<file path="config.mk">
export PLATFORM = sky130hd
export DESIGN_NAME = process_admission_controller_core_flat
export DESIGN_NICKNAME = d
export VERILOG_FILES = /design/src/hw/rtl/pac_pkg.sv /design/src/hw/rtl/pac_if.sv /design/src/hw/rtl/process_admission_controller_core.sv /design/src/hw/rtl/pac_wait_queue.sv /design/src/flat_wrapper.sv
export VERILOG_INCLUDE_DIRS = /design/src /design/src/hw/rtl
export SDC_FILE = /design/constraint.sdc
export NUM_CORES = 1
export LEC_CHECK = 0
export BUFFER_PORTS_ARGS = -buffer_cell sky130_fd_sc_hd__buf_2
export CELL_PAD_IN_SITES_DETAIL_PLACEMENT = 1
export CELL_PAD_IN_SITES_GLOBAL_PLACEMENT = 2
export CORE_ASPECT_RATIO = 0.9
export CORE_UTILIZATION = 45
export CTS_CLUSTER_SIZE = 14
export DETAILED_ROUTE_END_ITERATION = 8
export PLACE_DENSITY_LB_ADDON = 0.1
export SLEW_MARGIN = 0
export SYNTH_ARGS = -nofsm -noshare
export SYNTH_HDL_FRONTEND = slang
export SYNTH_SLANG_ARGS = --single-unit
</file>
<file path="constraint.sdc">
create_clock -name i_clk -period 6.1 [get_ports i_clk]
set_input_delay 0.305 -clock i_clk [delete_from_list [all_inputs] [get_ports i_clk]]
set_output_delay 0.305 -clock i_clk [all_outputs]
set_load 0.05 [all_outputs]
</file>
<file path="src/hw/rtl/process_admission_controller_core_assert.svh">
// ----------------------------------------------------------------------------
// Assertion macros for the job admission controller
// All macros sample on i_clk and are held off while i_rst_n is low.
// ----------------------------------------------------------------------------
`ifndef PROCESS_ADMISSION_CONTROLLER_CORE_ASSERT_SVH
`define PROCESS_ADMISSION_CONTROLLER_CORE_ASSERT_SVH

// invariant that holds at every edge
`define PAC_ASSERT_ALWAYS(label, expr, msg) \
    label: assert property (@(posedge i_clk) disable iff (!i_rst_n) (expr)) else $error(msg);

// same-cycle implication
`define PAC_ASSERT_IMPL(label, ante, cons, msg) \
    label: assert property (@(posedge i_clk) disable iff (!i_rst_n) (ante) |-> (cons)) \
        else $error(msg);

// next-cycle implication
`define PAC_ASSERT_NEXT(label, ante, cons, msg) \
    label: assert property (@(posedge i_clk) disable iff (!i_rst_n) (ante) |=> (cons)) \
        else $error(msg);

`endif

</file>
<file path="src/hw/rtl/pac_pkg.sv">
`timescale 1ns / 1ps
// ----------------------------------------------------------------------------
// pac_pkg
// Shared constants and types of the job admission controller.
// ----------------------------------------------------------------------------
package pac_pkg;

    localparam int SLOTS_DEF       = 16;
    localparam int QUEUE_DEPTH_DEF = 16;
    localparam int ID_BITS_DEF     = 16;
    localparam int MEM_BITS_DEF    = 16;

    localparam int MAX_SLOTS_W = 5;
    localparam int CFG_DATA_W  = 16;
    localparam int CFG_IDX_W   = 2;
    localparam int STATUS_W    = 3;

    localparam logic [MAX_SLOTS_W-1:0] MAX_SLOTS_RST = 5'd16;

    localparam logic [CFG_IDX_W-1:0] CFG_MAX_SLOTS = 2'd0;
    localparam logic [CFG_IDX_W-1:0] CFG_MEM_CAP   = 2'd1;

    typedef enum logic {
        CMD_CREATE = 1'b0,
        CMD_KILL   = 1'b1
    } t_cmd;

    typedef enum logic [STATUS_W-1:0] {
        ST_ADMITTED  = 3'd0,
        ST_QUEUED    = 3'd1,
        ST_KILLED    = 3'd2,
        ST_NOT_FOUND = 3'd3,
        ST_QUEUE_FULL = 3'd4,
        ST_INVALID   = 3'd5
    } t_status;

    // wait queue controls from the sequencer
    typedef struct packed {
        logic rd;    // fetch head entry
        logic push;
        logic pop;
    } t_q_ctl;

endpackage

</file>
<file path="src/hw/rtl/pac_if.sv">
`timescale 1ns / 1ps
// ----------------------------------------------------------------------------
// pac_if
// Request, result and configuration channels (valid/ready).
// ----------------------------------------------------------------------------
interface pac_req_if #(
    parameter int ID_BITS  = pac_pkg::ID_BITS_DEF,
    parameter int MEM_BITS = pac_pkg::MEM_BITS_DEF
);
    logic                valid;
    logic                ready;
    logic                cmd;
    logic [ID_BITS-1:0]  prog_id;
    logic [MEM_BITS-1:0] mem_need;

    modport source (output valid, cmd, prog_id, mem_need, input ready);
    modport sink   (input valid, cmd, prog_id, mem_need, output ready);
endinterface

interface pac_res_if #(
    parameter int ID_BITS  = pac_pkg::ID_BITS_DEF,
    parameter int MEM_BITS = pac_pkg::MEM_BITS_DEF,
    parameter int RUN_W    = 5,
    parameter int WAIT_W   = 5
);
    logic                         valid;
    logic                         ready;
    logic [pac_pkg::STATUS_W-1:0] status;
    logic                         woken_valid;
    logic [ID_BITS-1:0]           woken_id;
    logic [MEM_BITS-1:0]          free_memory;
    logic [RUN_W-1:0]             running_count;
    logic [WAIT_W-1:0]            waiting_count;

    modport source (output valid, status, woken_valid, woken_id, free_memory,
                    running_count, waiting_count, input ready);
    modport sink   (input valid, status, woken_valid, woken_id, free_memory,
                    running_count, waiting_count, output ready);
endinterface

interface pac_cfg_if;
    logic                           valid;
    logic                           ready;
    logic [pac_pkg::CFG_IDX_W-1:0]  index;
    logic [pac_pkg::CFG_DATA_W-1:0] data;

    modport source (output valid, index, data, input ready);
    modport sink   (input valid, index, data, output ready);
endinterface

</file>
<file path="src/hw/rtl/process_admission_controller_core.sv">
`timescale 1ns / 1ps
// A request is taken only while idle; a valid one walks every slot, an invalid one skips the walk.
// The walk reads the slot memory one slot a cycle through its single read port before deciding.
// The result register lets the next request start while a result waits.
// Reset (synchronous, active low): slots free, queue empty, max_slots 16,
//   memory capacity and free memory all ones. No clearing pass.
// ----------------------------------------------------------------------------
// process_admission_controller_core
// Job admission with a slot limit, a memory budget and a FIFO wait queue.
// ----------------------------------------------------------------------------
module process_admission_controller_core #(
    parameter int SLOTS       = pac_pkg::SLOTS_DEF,
    parameter int QUEUE_DEPTH = pac_pkg::QUEUE_DEPTH_DEF,
    parameter int ID_BITS     = pac_pkg::ID_BITS_DEF,
    parameter int MEM_BITS    = pac_pkg::MEM_BITS_DEF
) (
    input  logic       i_clk,
    input  logic       i_rst_n,
    pac_req_if.sink    i_req,
    pac_res_if.source  o_res,
    pac_cfg_if.sink    i_cfg
);
    localparam int SLOT_IDX_W = (SLOTS > 1) ? $clog2(SLOTS) : 1;
    localparam int CNT_W      = $clog2(SLOTS + 1);
    localparam int WAIT_W     = $clog2(QUEUE_DEPTH + 1);
    localparam int CAP_W      = (MEM_BITS < pac_pkg::CFG_DATA_W) ? MEM_BITS
                                                                 : pac_pkg::CFG_DATA_W;
    localparam int LIM_W      = (SLOT_IDX_W > pac_pkg::MAX_SLOTS_W) ? SLOT_IDX_W
                                                                    : pac_pkg::MAX_SLOTS_W;
    localparam int ENTRY_W    = ID_BITS + MEM_BITS;
    localparam logic [MEM_BITS-1:0] MEM_RST = MEM_BITS'((64'd1 << CAP_W) - 64'd1);

    typedef enum logic [3:0] {
        S_IDLE   = 4'b0001,
        S_SCAN   = 4'b0010,
        S_DECIDE = 4'b0100,
        S_DONE   = 4'b1000
    } t_state;

    t_state                             r_state;
    pac_pkg::t_cmd                      r_cmd;
    logic [ID_BITS-1:0]                 r_id;
    logic [MEM_BITS-1:0]                r_need;
    logic [pac_pkg::MAX_SLOTS_W-1:0]    r_max_slots;
    logic [CAP_W-1:0]                   r_mem_cap;
    logic [SLOTS-1:0]                   r_used;
    logic [CNT_W-1:0]                   r_run_cnt;
    logic [MEM_BITS-1:0]                r_mem_left;
    logic [CNT_W-1:0]                   r_issue_idx;
    logic                               r_chk_vld;
    logic [SLOT_IDX_W-1:0]              r_chk_idx;
    logic                               r_found;
    logic                               r_free_vld;
    logic [SLOT_IDX_W-1:0]              r_free_idx;
    pac_pkg::t_status                   r_status;
    logic                               r_woken_v;
    logic [ID_BITS-1:0]                 r_woken_id;

    logic                               r_o_valid;
    pac_pkg::t_status                   r_o_status;
    logic                               r_o_woken_v;
    logic [ID_BITS-1:0]                 r_o_woken_id;
    logic [MEM_BITS-1:0]                r_o_free;
    logic [CNT_W-1:0]                   r_o_run;
    logic [WAIT_W-1:0]                  r_o_wait;

    logic [ENTRY_W-1:0]                 slot_ram [SLOTS];
    logic [ENTRY_W-1:0]                 r_slot_rd;

    logic                               accept;
    logic                               req_invalid;
    logic                               issue;
    logic                               chk_used;
    logic                               chk_hit;
    logic                               chk_free;
    logic [ID_BITS-1:0]                 chk_job;
    logic [MEM_BITS-1:0]                chk_mem;
    logic [MEM_BITS:0]                  chk_sum;
    logic [MEM_BITS-1:0]                freed_left;
    logic                               occ;
    logic [ID_BITS-1:0]                 occ_id;
    logic [MEM_BITS-1:0]                occ_mem;
    logic                               dec_woken;
    pac_pkg::t_status                   dec_status;
    pac_pkg::t_q_ctl                    q_ctl;
    logic [ID_BITS-1:0]                 q_head_id;
    logic [MEM_BITS-1:0]                q_head_mem;
    logic [WAIT_W-1:0]                  q_count;
    logic                               out_load;
    logic [MEM_BITS-1:0]                n_mem_left;
    logic [CNT_W-1:0]                   n_run_cnt;

    // ---------------------------------------------------------------- handshakes
    assign i_req.ready = (r_state == S_IDLE);
    assign i_cfg.ready = 1'b1;
    assign accept      = i_req.valid && i_req.ready;
    assign req_invalid = (&i_req.prog_id) ||
                         ((pac_pkg::t_cmd'(i_req.cmd) == pac_pkg::CMD_CREATE) &&
                          (i_req.mem_need > MEM_BITS'(r_mem_cap)));
    assign out_load    = (r_state == S_DONE) && (!r_o_valid || o_res.ready);

    // ---------------------------------------------------------------- slot walk
    assign issue    = (r_state == S_SCAN) && (r_issue_idx < CNT_W'(SLOTS));
    assign chk_used = r_used[r_chk_idx];
    assign chk_job  = r_slot_rd[ENTRY_W-1:MEM_BITS];
    assign chk_mem  = r_slot_rd[MEM_BITS-1:0];
    assign chk_hit  = r_chk_vld && (r_cmd == pac_pkg::CMD_KILL) && chk_used &&
                      (chk_job == r_id);
    // slot is free after this step and below the admission limit
    assign chk_free = r_chk_vld && (!chk_used || chk_hit) &&
                      (LIM_W'(r_chk_idx) < LIM_W'(r_max_slots));
    assign chk_sum    = {1'b0, r_mem_left} + {1'b0, chk_mem};
    assign freed_left = chk_sum[MEM_BITS] ? '1 : chk_sum[MEM_BITS-1:0];

    // ---------------------------------------------------------------- decision
    always_comb begin
        occ        = 1'b0;
        occ_id     = r_id;
        occ_mem    = r_need;
        dec_woken  = 1'b0;
        dec_status = pac_pkg::ST_INVALID;
        q_ctl.rd   = accept;
        q_ctl.push = 1'b0;
        q_ctl.pop  = 1'b0;
        if (r_state == S_DECIDE) begin
            if (r_cmd == pac_pkg::CMD_CREATE) begin
                if (r_free_vld && (r_mem_left >= r_need)) begin
                    occ        = 1'b1;
                    dec_status = pac_pkg::ST_ADMITTED;
                end else if (q_count < WAIT_W'(QUEUE_DEPTH)) begin
                    q_ctl.push = 1'b1;
                    dec_status = pac_pkg::ST_QUEUED;
                end else begin
                    dec_status = pac_pkg::ST_QUEUE_FULL;
                end
            end else begin
                dec_status = r_found ? pac_pkg::ST_KILLED : pac_pkg::ST_NOT_FOUND;
                if ((q_count != '0) && (q_head_mem <= r_mem_left) && r_free_vld) begin
                    occ       = 1'b1;
                    occ_id    = q_head_id;
                    occ_mem   = q_head_mem;
                    dec_woken = 1'b1;
                    q_ctl.pop = 1'b1;
                end
            end
        end
    end

    always_comb begin
        n_mem_left = r_mem_left;
        n_run_cnt  = r_run_cnt;
        if (chk_hit) begin
            n_mem_left = freed_left;
            n_run_cnt  = r_run_cnt - 1'b1;
        end else if (occ) begin
            n_mem_left = r_mem_left - occ_mem;
            n_run_cnt  = r_run_cnt + 1'b1;
        end
    end

    // ---------------------------------------------------------------- slot memory
    always_ff @(posedge i_clk) begin
        if (issue) begin
            r_slot_rd <= slot_ram[r_issue_idx[SLOT_IDX_W-1:0]];
        end
        if (occ) begin
            slot_ram[r_free_idx] <= {occ_id, occ_mem};
        end
    end

    // ---------------------------------------------------------------- control
    always_ff @(posedge i_clk) begin
        if (!i_rst_n) begin
            r_state     <= S_IDLE;
            r_max_slots <= pac_pkg::MAX_SLOTS_RST;
            r_mem_cap   <= '1;
            r_used      <= '0;
            r_run_cnt   <= '0;
            r_mem_left  <= MEM_RST;
            r_issue_idx <= '0;
            r_chk_vld   <= 1'b0;
            r_found     <= 1'b0;
            r_free_vld  <= 1'b0;
            r_o_valid   <= 1'b0;
        end else begin
            if (i_cfg.valid) begin
                if (i_cfg.index == pac_pkg::CFG_MAX_SLOTS) begin
                    r_max_slots <= i_cfg.data[pac_pkg::MAX_SLOTS_W-1:0];
                end else if (i_cfg.index == pac_pkg::CFG_MEM_CAP) begin
                    r_mem_cap <= i_cfg.data[CAP_W-1:0];
                end
            end

            r_mem_left <= n_mem_left;
            r_run_cnt  <= n_run_cnt;
            if (chk_hit) begin
                r_used[r_chk_idx] <= 1'b0;
                r_found           <= 1'b1;
            end
            if (occ) begin
                r_used[r_free_idx] <= 1'b1;
            end
            if (chk_free && !r_free_vld) begin
                r_free_vld <= 1'b1;
            end

            if (out_load) begin
                r_o_valid <= 1'b1;
            end else if (o_res.ready) begin
                r_o_valid <= 1'b0;
            end

            unique case (r_state)
                S_IDLE: begin
                    if (accept) begin
                        r_issue_idx <= '0;
                        r_chk_vld   <= 1'b0;
                        r_found     <= 1'b0;
                        r_free_vld  <= 1'b0;
                        r_state     <= req_invalid ? S_DONE : S_SCAN;
                    end
                end
                S_SCAN: begin
                    if (issue) begin
                        r_chk_vld   <= 1'b1;
                        r_issue_idx <= r_issue_idx + 1'b1;
                    end else begin
                        r_chk_vld <= 1'b0;
                        // last read checked: walk is complete
                        if (!r_chk_vld) begin
                            r_state <= S_DECIDE;
                        end
                    end
                end
                S_DECIDE: begin
                    r_state <= S_DONE;
                end
                S_DONE: begin
                    if (out_load) begin
                        r_state <= S_IDLE;
                    end
                end
                default: begin
                    r_state <= S_IDLE;
                end
            endcase
        end
    end

    // ---------------------------------------------------------------- payload
    always_ff @(posedge i_clk) begin
        if (accept) begin
            r_cmd      <= pac_pkg::t_cmd'(i_req.cmd);
            r_id       <= i_req.prog_id;
            r_need     <= i_req.mem_need;
            r_status   <= pac_pkg::ST_INVALID;
            r_woken_v  <= 1'b0;
            r_woken_id <= '0;
        end
        if (issue) begin
            r_chk_idx <= r_issue_idx[SLOT_IDX_W-1:0];
        end
        if (chk_free && !r_free_vld) begin
            r_free_idx <= r_chk_idx;
        end
        if (r_state == S_DECIDE) begin
            r_status   <= dec_status;
            r_woken_v  <= dec_woken;
            r_woken_id <= dec_woken ? q_head_id : '0;
        end
        if (out_load) begin
            r_o_status   <= r_status;
            r_o_woken_v  <= r_woken_v;
            r_o_woken_id <= r_woken_id;
            r_o_free     <= r_mem_left;
            r_o_run      <= r_run_cnt;
            r_o_wait     <= q_count;
        end
    end

    // ---------------------------------------------------------------- wait queue
    pac_wait_queue #(
        .QUEUE_DEPTH (QUEUE_DEPTH),
        .ID_BITS     (ID_BITS),
        .MEM_BITS    (MEM_BITS),
        .WAIT_W      (WAIT_W)
    ) u_wait_queue (
        .i_clk      (i_clk),
        .i_rst_n    (i_rst_n),
        .i_ctl      (q_ctl),
        .i_push_id  (r_id),
        .i_push_mem (r_need),
        .o_head_id  (q_head_id),
        .o_head_mem (q_head_mem),
        .o_count    (q_count)
    );

    // ---------------------------------------------------------------- outputs
    assign o_res.valid         = r_o_valid;
    assign o_res.status        = r_o_status;
    assign o_res.woken_valid   = r_o_woken_v;
    assign o_res.woken_id      = r_o_woken_id;
    assign o_res.free_memory   = r_o_free;
    assign o_res.running_count = r_o_run;
    assign o_res.waiting_count = r_o_wait;

    // ---------------------------------------------------------------- checks
`include "process_admission_controller_core_assert.svh"

    `PAC_ASSERT_ALWAYS(a_run_matches_used, 32'(r_run_cnt) == $countones(r_used),
                       "run count differs from occupied slots")
    `PAC_ASSERT_ALWAYS(a_wait_bound, q_count <= WAIT_W'(QUEUE_DEPTH),
                       "wait queue overfilled")
    `PAC_ASSERT_NEXT(a_accept_starts, i_req.valid && i_req.ready,
                     (r_state == S_SCAN) || (r_state == S_DONE),
                     "request beat did not start work")
    `PAC_ASSERT_IMPL(a_wake_on_kill, o_res.valid && o_res.woken_valid,
                     (o_res.status == pac_pkg::ST_KILLED) ||
                     (o_res.status == pac_pkg::ST_NOT_FOUND),
                     "wake reported on a non-kill beat")

endmodule

</file>
<file path="src/hw/rtl/pac_wait_queue.sv">
`timescale 1ns / 1ps
// ----------------------------------------------------------------------------
// pac_wait_queue
// FIFO of waiting jobs (id, memory need) in a synchronous memory.
// ----------------------------------------------------------------------------
module pac_wait_queue #(
    parameter int QUEUE_DEPTH = pac_pkg::QUEUE_DEPTH_DEF,
    parameter int ID_BITS     = pac_pkg::ID_BITS_DEF,
    parameter int MEM_BITS    = pac_pkg::MEM_BITS_DEF,
    parameter int WAIT_W      = $clog2(QUEUE_DEPTH + 1)
) (
    input  logic                i_clk,
    input  logic                i_rst_n,
    input  pac_pkg::t_q_ctl     i_ctl,
    input  logic [ID_BITS-1:0]  i_push_id,
    input  logic [MEM_BITS-1:0] i_push_mem,
    output logic [ID_BITS-1:0]  o_head_id,
    output logic [MEM_BITS-1:0] o_head_mem,
    output logic [WAIT_W-1:0]   o_count
);
    localparam int PTR_W   = $clog2(QUEUE_DEPTH);
    localparam int ENTRY_W = ID_BITS + MEM_BITS;

    logic [ENTRY_W-1:0] q_ram [QUEUE_DEPTH];
    logic [ENTRY_W-1:0] r_rd_data;
    logic [PTR_W-1:0]   r_head;
    logic [PTR_W-1:0]   r_tail;
    logic [WAIT_W-1:0]  r_count;
    logic [PTR_W-1:0]   n_head;
    logic [PTR_W-1:0]   n_tail;

    always_comb begin
        n_head = (r_head == PTR_W'(QUEUE_DEPTH - 1)) ? '0 : r_head + 1'b1;
        n_tail = (r_tail == PTR_W'(QUEUE_DEPTH - 1)) ? '0 : r_tail + 1'b1;
    end

    always_ff @(posedge i_clk) begin
        if (i_ctl.push) begin
            q_ram[r_tail] <= {i_push_id, i_push_mem};
        end
        if (i_ctl.rd) begin
            r_rd_data <= q_ram[r_head];
        end
    end

    always_ff @(posedge i_clk) begin
        if (!i_rst_n) begin
            r_head  <= '0;
            r_tail  <= '0;
            r_count <= '0;
        end else begin
            if (i_ctl.push) begin
                r_tail  <= n_tail;
                r_count <= r_count + 1'b1;
            end else if (i_ctl.pop) begin
                r_head  <= n_head;
                r_count <= r_count - 1'b1;
            end
        end
    end

    assign o_head_id  = r_rd_data[ENTRY_W-1:MEM_BITS];
    assign o_head_mem = r_rd_data[MEM_BITS-1:0];
    assign o_count    = r_count;

endmodule

</file>
<file path="src/flat_wrapper.sv">
// flat-port wrapper written by rule: the top's interface ports become plain ports
module process_admission_controller_core_flat 
#(
    parameter int SLOTS       = pac_pkg::SLOTS_DEF,
    parameter int QUEUE_DEPTH = pac_pkg::QUEUE_DEPTH_DEF,
    parameter int ID_BITS     = pac_pkg::ID_BITS_DEF,
    parameter int MEM_BITS    = pac_pkg::MEM_BITS_DEF
)
  (i_clk, i_rst_n, i_req_valid, i_req_cmd, i_req_prog_id, i_req_mem_need, i_req_ready, o_res_valid, o_res_status, o_res_woken_valid, o_res_woken_id, o_res_free_memory, o_res_running_count, o_res_waiting_count, o_res_ready, i_cfg_valid, i_cfg_index, i_cfg_data, i_cfg_ready);
  pac_req_if #(.ID_BITS(ID_BITS), .MEM_BITS(MEM_BITS)) i_req_i ();
  pac_res_if #(.ID_BITS(ID_BITS), .MEM_BITS(MEM_BITS)) o_res_i ();
  pac_cfg_if i_cfg_i ();
  input  logic i_clk;
  input  logic i_rst_n;
  input wire logic [$bits(i_req_i.valid)-1:0] i_req_valid;
  input wire logic [$bits(i_req_i.cmd)-1:0] i_req_cmd;
  input wire logic [$bits(i_req_i.prog_id)-1:0] i_req_prog_id;
  input wire logic [$bits(i_req_i.mem_need)-1:0] i_req_mem_need;
  output wire logic [$bits(i_req_i.ready)-1:0] i_req_ready;
  output wire logic [$bits(o_res_i.valid)-1:0] o_res_valid;
  output wire logic [$bits(o_res_i.status)-1:0] o_res_status;
  output wire logic [$bits(o_res_i.woken_valid)-1:0] o_res_woken_valid;
  output wire logic [$bits(o_res_i.woken_id)-1:0] o_res_woken_id;
  output wire logic [$bits(o_res_i.free_memory)-1:0] o_res_free_memory;
  output wire logic [$bits(o_res_i.running_count)-1:0] o_res_running_count;
  output wire logic [$bits(o_res_i.waiting_count)-1:0] o_res_waiting_count;
  input wire logic [$bits(o_res_i.ready)-1:0] o_res_ready;
  input wire logic [$bits(i_cfg_i.valid)-1:0] i_cfg_valid;
  input wire logic [$bits(i_cfg_i.index)-1:0] i_cfg_index;
  input wire logic [$bits(i_cfg_i.data)-1:0] i_cfg_data;
  output wire logic [$bits(i_cfg_i.ready)-1:0] i_cfg_ready;
  assign i_req_i.valid = i_req_valid;
  assign i_req_i.cmd = i_req_cmd;
  assign i_req_i.prog_id = i_req_prog_id;
  assign i_req_i.mem_need = i_req_mem_need;
  assign i_req_ready = i_req_i.ready;
  assign o_res_valid = o_res_i.valid;
  assign o_res_status = o_res_i.status;
  assign o_res_woken_valid = o_res_i.woken_valid;
  assign o_res_woken_id = o_res_i.woken_id;
  assign o_res_free_memory = o_res_i.free_memory;
  assign o_res_running_count = o_res_i.running_count;
  assign o_res_waiting_count = o_res_i.waiting_count;
  assign o_res_i.ready = o_res_ready;
  assign i_cfg_i.valid = i_cfg_valid;
  assign i_cfg_i.index = i_cfg_index;
  assign i_cfg_i.data = i_cfg_data;
  assign i_cfg_ready = i_cfg_i.ready;
  process_admission_controller_core #(.SLOTS(SLOTS), .QUEUE_DEPTH(QUEUE_DEPTH), .ID_BITS(ID_BITS), .MEM_BITS(MEM_BITS)) u_core (.i_clk(i_clk), .i_rst_n(i_rst_n), .i_req(i_req_i), .o_res(o_res_i), .i_cfg(i_cfg_i));
endmodule
</file>
==> results of run 1 <==
==> cell type report <==
| class | instances | area, µm² |
|---|---|---|
| clock buffer | 178 | 3670 |
| inverter | 92 | 352 |
| sequential | 1279 | 37600 |
| timing repair buffer | 221 | 1710 |
| tap | 1475 | 1850 |
| fill | 9872 | 53000 |
| clock inverter | 73 | 759 |
| multi-input combinational | 1058 | 12700 |
==> sequential cells by signal, indices dropped and copies added (netlist names), 16 cells and up <==
register / flops
u_core.u_wait_queue.q_ram: 512
u_core.r_mem_left: 16
u_core.r_slot_rd: 32
u_core.r_used: 16
u_core.r_mem_cap: 16
u_core.o_res.woken_id: 16
u_core.r_id: 16
u_core.u_wait_queue.r_rd_data: 32
u_core.o_res.free_memory: 16
u_core.slot_ram: 512
u_core.r_need: 16
u_core.r_woken_id: 16
==> where the power goes <==
part	total (W)	switching (W)	internal, W
combinational	0.000414	0.000270	0.000144
clock	0.00818	0.00347	0.00471
sequential	0.00978	0.000107	0.00967
==> synthesized netlist by cell type, drive strengths merged (4+ instances only) <==
cell type and number:
and2 17, or2 4, or3 5, buf 35
xnor2 27, mux2i 13, a21oi 66, dfxtp 84
nand3 10, a22oi 4, mux4 325, a211oi 4
nand4 12, edfxtp 1195, xor2 24, o21ai 35
o22ai 6, nand2 82, inv 91, a31oi 10
ha 91, fa 4, and3 6, nor2b 7
nor3 23, o21a 36, o211ai 28, nor4 7
nand2b 16, a21o 42, o31ai 4, clkbuf 70
nor2 101
==> critical path, stage by stage (launching register included) <==
cell	delay [ns]
dfxtp_1	0.40
inv_1	0.15
ha_1	0.34
nand4_1	0.23
or4_4	0.63
nor4_4	0.43
a31oi_4	0.14
inv_6	0.21
nor2_1	0.06
a21oi_1	0.31
ha_1	0.30
a21oi_1	0.15
inv_1	0.07
a31oi_1	0.41
nor2_1	0.16
nor2_1	0.31
o221ai_2	0.20
a31oi_4	0.21
nor2_2	0.10
a2111oi_2	0.44
a41o_1	0.17
a22oi_1	0.07
==> through the flow <==
| step | setup slack [ns] | total power (W) |
|---|---|---|
| after floorplan | 0.461 | 0.0101 |
| after global placement | 0.650 | 0.0103 |
| after detailed placement | 0.528 | 0.0104 |
| after CTS | 0.488 | 0.0186 |
| after global routing | 0.152 | 0.0189 |
| final | 0.444 | 0.0184 |
==> repair_timing <==
| action | CTS | global route |
|---|---|---|
| setup endpoints to repair | 0 | 1 |
| resized for setup | 0 | 2 |
| hold endpoints to repair | 55 | 0 |
| hold buffers | 52 | 0 |
==> cell usage in the layout, fill, tap and decap left out, types with 6 or more instances in the layout <==
cell / netlist / routed
o21ai_0: 32 / 31
xor2_1: 24 / 24
nor2_4: 0 / 25
xnor2_1: 27 / 27
bufinv_16: 0 / 10
nand3_1: 10 / 10
mux4_2: 325 / 325
dlygate4sd3_1: 0 / 52
dfxtp_1: 84 / 76
nand2b_1: 16 / 16
clkbuf_16: 0 / 140
inv_1: 90 / 85
o22ai_1: 6 / 6
o21a_1: 36 / 36
nor3_1: 23 / 19
mux2i_1: 10 / 10
buf_4: 2 / 52
nand4_1: 12 / 12
edfxtp_1: 1195 / 1195
buf_2: 1 / 103
clkinvlp_4: 0 / 8
clkinv_1: 1 / 20
nand2_1: 82 / 82
nor2b_1: 7 / 6
o211ai_1: 28 / 28
buf_12: 0 / 14
and2_1: 17 / 17
clkbuf_1: 70 / 36
a21oi_1: 65 / 63
a21o_1: 42 / 42
nor2_1: 100 / 75
a31oi_1: 8 / 8
ha_1: 91 / 91
clkinv_2: 0 / 25
and3_1: 6 / 6
==> metal layers <==
layer  GRT usage [%]  vias up  routed length, µm
li1                -    10900                  -
met1            33.8    13600              59400
met2            36.6      656              61800
met3            3.56      170               5790
met4            6.33        0               2530
met5               0        -                  0
==> cells by family (layout without fill, tap and decap cells) <==
logic type               Yosys count  in the layout
buffers and inverters            197            564
AO/OA/AOI/OAI                    263            263
AND/OR/NAND/NOR                  306            306
other                              1              1
flip-flops                      1279           1279
multiplexers                     340            340
XOR/XNOR                          51             51
adder cells (fa/ha/maj)           97             97
==> path summary, 6_finish.rpt <==
kind | startpoint | end | slack [ns] | depth (start not counted)
worst max register to register | u_core.r_mem_left[15] | u_core.r_mem_left[15] | 0.44 | 21
worst min-delay path | i_cfg_index[1] | u_core.r_max_slots[1] | 0.06 | 4
worst max-delay path | u_core.r_mem_left[15] | u_core.r_mem_left[15] | 0.44 | 21
worst min register to register | u_core.r_woken_id[12] | u_core.o_res.woken_id[12] | 0.42 | 0
==> run_results.csv, run 1 <==
group,metric,value,unit
worst_setup_path,worstSetupPathType,"flop to flop",
synth,syn-cell-area,0.0508,mm²
place,place_inst,4073,
sta,skew,0.0274,ns
synth,synthSimpleGateAreaFrac,2.90,%
worst_setup_path,arrival,6.26,ns
place,place_congestion,0.823,
global_route,antenna_found_initial,1,
sta,slew_headroom,24.1,%
synth,syn_inst,2534,
synth,seq_area_frac_synth,73.9,%
clocking,cts_tree,"done",
synth,synth_edf_count,1195,
floorplanning,rows,116,
synth,synth_cell_type_count,80,
routing,drt_first_iter_violations,2241,
place,place_area,0.0537,mm²
synth,postSynth.asyncResetShare,0,%
routing,vias,25300,
synth,synth_mux_area_share,14.8,%
floorplanning,dieArea,0.114,mm²
synth,synth_xor_area_share,0.879,%
cells_and_area,fin_area,0.0587,mm²
worst_setup_path,worstSetupStartpointType,"flop",
worst_setup_path,cp_max_fo,23,
synth,synth_fa_ha_area_share,2.44,%
clocking,path_clk_slew,0.06,ns
synth,synth_compound_area_share,3.60,%
routing,drc,15,
clocking,post_cts_buffers,0,
clocking,cts_max_level,4,
sta,hold_viol,0,
floorplanning,die_w,356,µm
global_route,grt_pass1_wl,188000,µm
clocking,cts-root-buf,"clkbuf_16",
global_route,grt_pass1_vias,27100,
sta,fin_crit_sh,92.7,%
floorplanning,die_h,321,µm
cells_and_area,antenna_cells,0,
synth,synth.top_cell.area_share,70.6,%
outcome,violations,"design-rule violations",
power_and_ir_drop,leakagePower,19.0,nW
run,max-cap-violations,0,
routing,wl_per_cell,29.6,µm
place,numPortBuffers,103,
cells_and_area,area_growth,15.4,%
worst_setup_path,critPathCaptureType,"flop",
cells_and_area,final_cell_count_no_fill,4376,
routing,ant_nets,0,
clocking,cts.sinks,1279,
routing,firstDrtPassIters,9,
sta,tns,0,ns
synth,ys_seq_elements,1279,
routing,routed_wl,129000,µm
floorplanning,pin_count,105,
sta,fin_hold_ws,0.0614,ns
power_and_ir_drop,powerDensity,313,mW/mm²
clocking,clockBufferDepth,3,
outcome,status,"finished with violations",
synth,synth_top_cell_by_area,"edfxtp_1",
global_route,grt_max_degree,133,
sta,min_period,5.66,ns
place,dp_hpwl,74100,µm
floorplanning,coreArea,0.112,mm²
synth,synth_top_family_by_area,"multiplexers",
routing,viasPerCell,5.78,
synth,syn-mean-instance-area,20.1,µm²
power_and_ir_drop,peakVddDrop,268,µV
cells_and_area,nNetsFinal,2939,
sta,tightest_slew,1.14,ns
synth,synth_ff_type,"edfxtp_1",
clocking,cts_buffers,136,
worst_setup_path,cp.required,6.71,ns
synth,synth_nets,2685,
floorplanning,start_util,45.5,%
synth,synth_area_leaders,"edfxtp_1, mux4_2, dfxtp_1",
clocking,clkLatencyLatePin,0.77,ns
global_route,grt_overflow,0,
sta,maxSlewViolCount,0,
cells_and_area,drive_gt1_share,26.5,%
synth,yosysWarnings,0,
cells_and_area,fin_util,52.6,%
sta,rsz0062_at_grt,"false",
global_route,track_usage,23.2,%
sta,clock.fmax,177,MHz
sta,setup_viol,0,
hold_path,hold_class,"primary input to flop",
Note: power is estimated with default switching activity, not from simulation.
==> run 2, diff against run 1 <==
CORE_UTILIZATION = 40   (was 45)
==> run 2 against run 1 <==
  * Count of clock-buffer cells in the layout fell by 2
  * Flip-flop and latch count did not move
  * Routed wire length rose by 3.3%
  * The flow now finishes without violations
  * Clock power fell by 1%
  * First-iteration DRC count rose by 0.18%
  * Combinational power rose by 2%
  * Sequential share of layout area fell by 0.42 points
  * Utilization fell by 5.5 points
  * Die area rose by 12%
  * Final cell count rose by 5.1%
==> run_results.csv, run 2 (synthesis gave the netlist of run 1 again) <==
group,metric,value,unit
sta,tightest_slew,1.15,ns
cells_and_area,final_cell_count_no_fill,4597,
cells_and_area,fillers,11500,
power_and_ir_drop,seqPwrFrac,53.5,%
outcome,status,"finished, final reports clean",
worst_setup_path,arrival,6.13,ns
cells_and_area,ff_latch_area,0.0376,mm²
global_route,grt_overflow,0,
routing,viasPerCell,5.55,
global_route,grt_pass1_wl,192000,µm
power_and_ir_drop,peakVddDrop,226,µV
hold_path,min_path_cells,4,
cells_and_area,final_cell_mix,"edfxtp_1, mux4_2, clkbuf_16",
floorplanning,rows,123,
sta,tns,0,ns
sta,setup_viol,0,
clocking,cts_buffers,137,
worst_setup_path,path_buf_inv,3,
routing,vias,25500,
power_and_ir_drop,p_sw,0.00382,W
sta,maxSlewViolCount,0,
worst_setup_path,cp_max_fo,26,
power_and_ir_drop,p_sw_share,20.9,%
floorplanning,die_w,378,µm
worst_setup_path,path_delay_family,"compound AO/OA/AOI/OAI gates",
worst_setup_path,cp_common_cell,"nor2_1",
cells_and_area,fin_area,0.0590,mm²
global_route,track_usage,21.1,%
worst_setup_path,crit_slowest_cell,"or4_4",
clocking,cts-root-buf,"clkbuf_16",
worst_setup_path,r2r_slack,0.57,ns
sta,slew_headroom,23.3,%
worst_setup_path,worstSetupStartpointType,"flop",
cells_and_area,final_common_cell,"edfxtp_1",
worst_setup_path,r2r_start,"u_core.r_mem_left[15]",
sta,min_period,5.53,ns
global_route,grt_max_degree,133,
place,place_area,0.0542,mm²
worst_setup_path,worstRegToRegCells,21,
cells_and_area,nNetsFinal,2954,
routing,ant_nets,0,
floorplanning,pin_count,105,
cells_and_area,area_growth,16.2,%
worst_setup_path,critPathCaptureType,"flop",
power_and_ir_drop,powerDensity,309,mW/mm²
worst_setup_path,cp_cell_sequence,"inv_1 > ha_1 > nand4_1 > or4_4 > nor4_4 > a31oi_4 > inv_6 > nor2_1 > a21oi_1 > ha_1 > a21oi_1 > inv_1 > a31oi_1 > nor2_1 > nor2_1 > o221ai_2 > a31oi_4 > nor2_2 > a2111oi_2 > a41o_1 > a22oi_1",
clocking,clockBufferDepth,3,
clocking,path_clk_slew,0.06,ns
cells_and_area,multi_input_area,0.0127,mm²
floorplanning,dieArea,0.128,mm²
floorplanning,die_h,340,µm
worst_setup_path,cp.required,6.70,ns
clocking,cts_resized,0,
clocking,cts_max_level,4,
hold_path,holdPathEnd,"u_core.r_chk_vld",
global_route,grt_pass1_vias,27100,
hold_path,worstHoldStart,"i_req_valid",
worst_setup_path,worstReg2RegEnd,"u_core.r_mem_left[15]",
power_and_ir_drop,p_int,0.0144,W
clocking,clkLatencyLatePin,0.77,ns
place,dp_hpwl,75900,µm
place,place_congestion,0.805,
sta,fin_hold_ws,0.0903,ns
routing,drt_first_iter_violations,2245,
cells_and_area,top_regs,"u_core.slot_ram x512, u_core.u_wait_queue.q_ram x512",
worst_setup_path,worstSetupPathType,"flop to flop",
sta,hold_viol,0,
run,max-cap-violations,0,
routing,routed_wl,134000,µm
worst_setup_path,critPathMaxStageDelay,0.61,ns
power_and_ir_drop,clock_power_share,44.2,%
clocking,cts.sinks,1279,
routing,drc,0,
floorplanning,start_util,40.5,%
power_and_ir_drop,combPwrFrac,2.3,%
cells_and_area,drive_gt1_share,26.5,%
power_and_ir_drop,leakagePower,19.1,nW
hold_path,hold_class,"primary input to flop",
routing,wl_per_cell,29.1,µm
routing,firstDrtPassIters,6,
clocking,cts_tree,"done",
place,numPortBuffers,103,
sta,skew,0.0337,ns
global_route,antenna_found_initial,7,
floorplanning,coreArea,0.125,mm²
place,place_inst,4295,
sta,fin_crit_sh,90.6,%
sta,rsz0062_at_grt,"false",
cells_and_area,antenna_cells,0,
sta,clock.fmax,181,MHz
## run 2: per-layer routing
metal  global-route usage [%]  wire length (µm)
met2                     32.1             61500
met4                     5.84              2760
met5                        0                 0
met1                     31.3             62900
met3                     3.85              6510
## run 2: final cells by class
cell class | instances | area share, %
inverter | 92 | 0.595
sequential | 1279 | 63.7
multi-input combinational | 1058 | 21.6
clock inverter | 70 | 0.971
clock buffer | 176 | 6.34
tap | 1687 | 3.57
timing repair buffer | 235 | 3.28
## run 2: power groups by stage
stage	Sequential, W	Clock, W	Combinational [W]
final	0.00978	0.00807	0.000421
after floorplan	0.00991	0	0.000240
after CTS	0.00978	0.00828	0.000427
after detailed placement	0.00996	0	0.000397
after global routing	0.00978	0.00854	0.000463
after global placement	0.00995	0	0.000384
## run 2: timing repair
action	4_1_cts	5_1_grt
setup buffers	0	0
endpoints found under the hold margin	55	0
hold buffers	56	0
## run 2: per-stage QoR
step / power [W] / util [%] / setup slack [ns]
floorplan: 0.0101 / - / 0.461
global placement: 0.0103 / 43.2 / 0.752
detailed placement: 0.0104 / 43.2 / 0.644
CTS: 0.0185 / 47.1 / 0.639
global route: 0.0188 / 47.1 / 0.159
finish: 0.0183 / 47.1 / 0.575
## run 2: how the worst max path moves through the flow
| stage | start | end | slack, ns | cells after the start |
|---|---|---|---|---|
| 5_1_grt | u_core.r_mem_left[15] | u_core.r_mem_left[8] | 0.16 | 22 |
| 4_1_cts | u_core.r_mem_left[15] | u_core.r_mem_left[15] | 0.64 | 21 |
| 6_report | u_core.r_mem_left[15] | u_core.r_mem_left[15] | 0.57 | 21 |
| 3_3_place_gp | u_core.r_mem_left[15] | u_core.r_mem_left[8] | 0.75 | 22 |
| 3_5_place_dp | u_core.r_mem_left[15] | u_core.r_mem_left[15] | 0.64 | 21 |
| 2_1_floorplan | u_core.r_mem_left[15] | u_core.r_mem_left[8] | 0.46 | 22 |
## run 2: worst reg2reg max path: cells and delay by family, from the launching register on
family	cells	cell delay (ns)
buf+inv	3	0.48
flops	1	0.40
compound gates	9	2.01
fa+ha+maj	2	0.65
simple gates	7	1.84
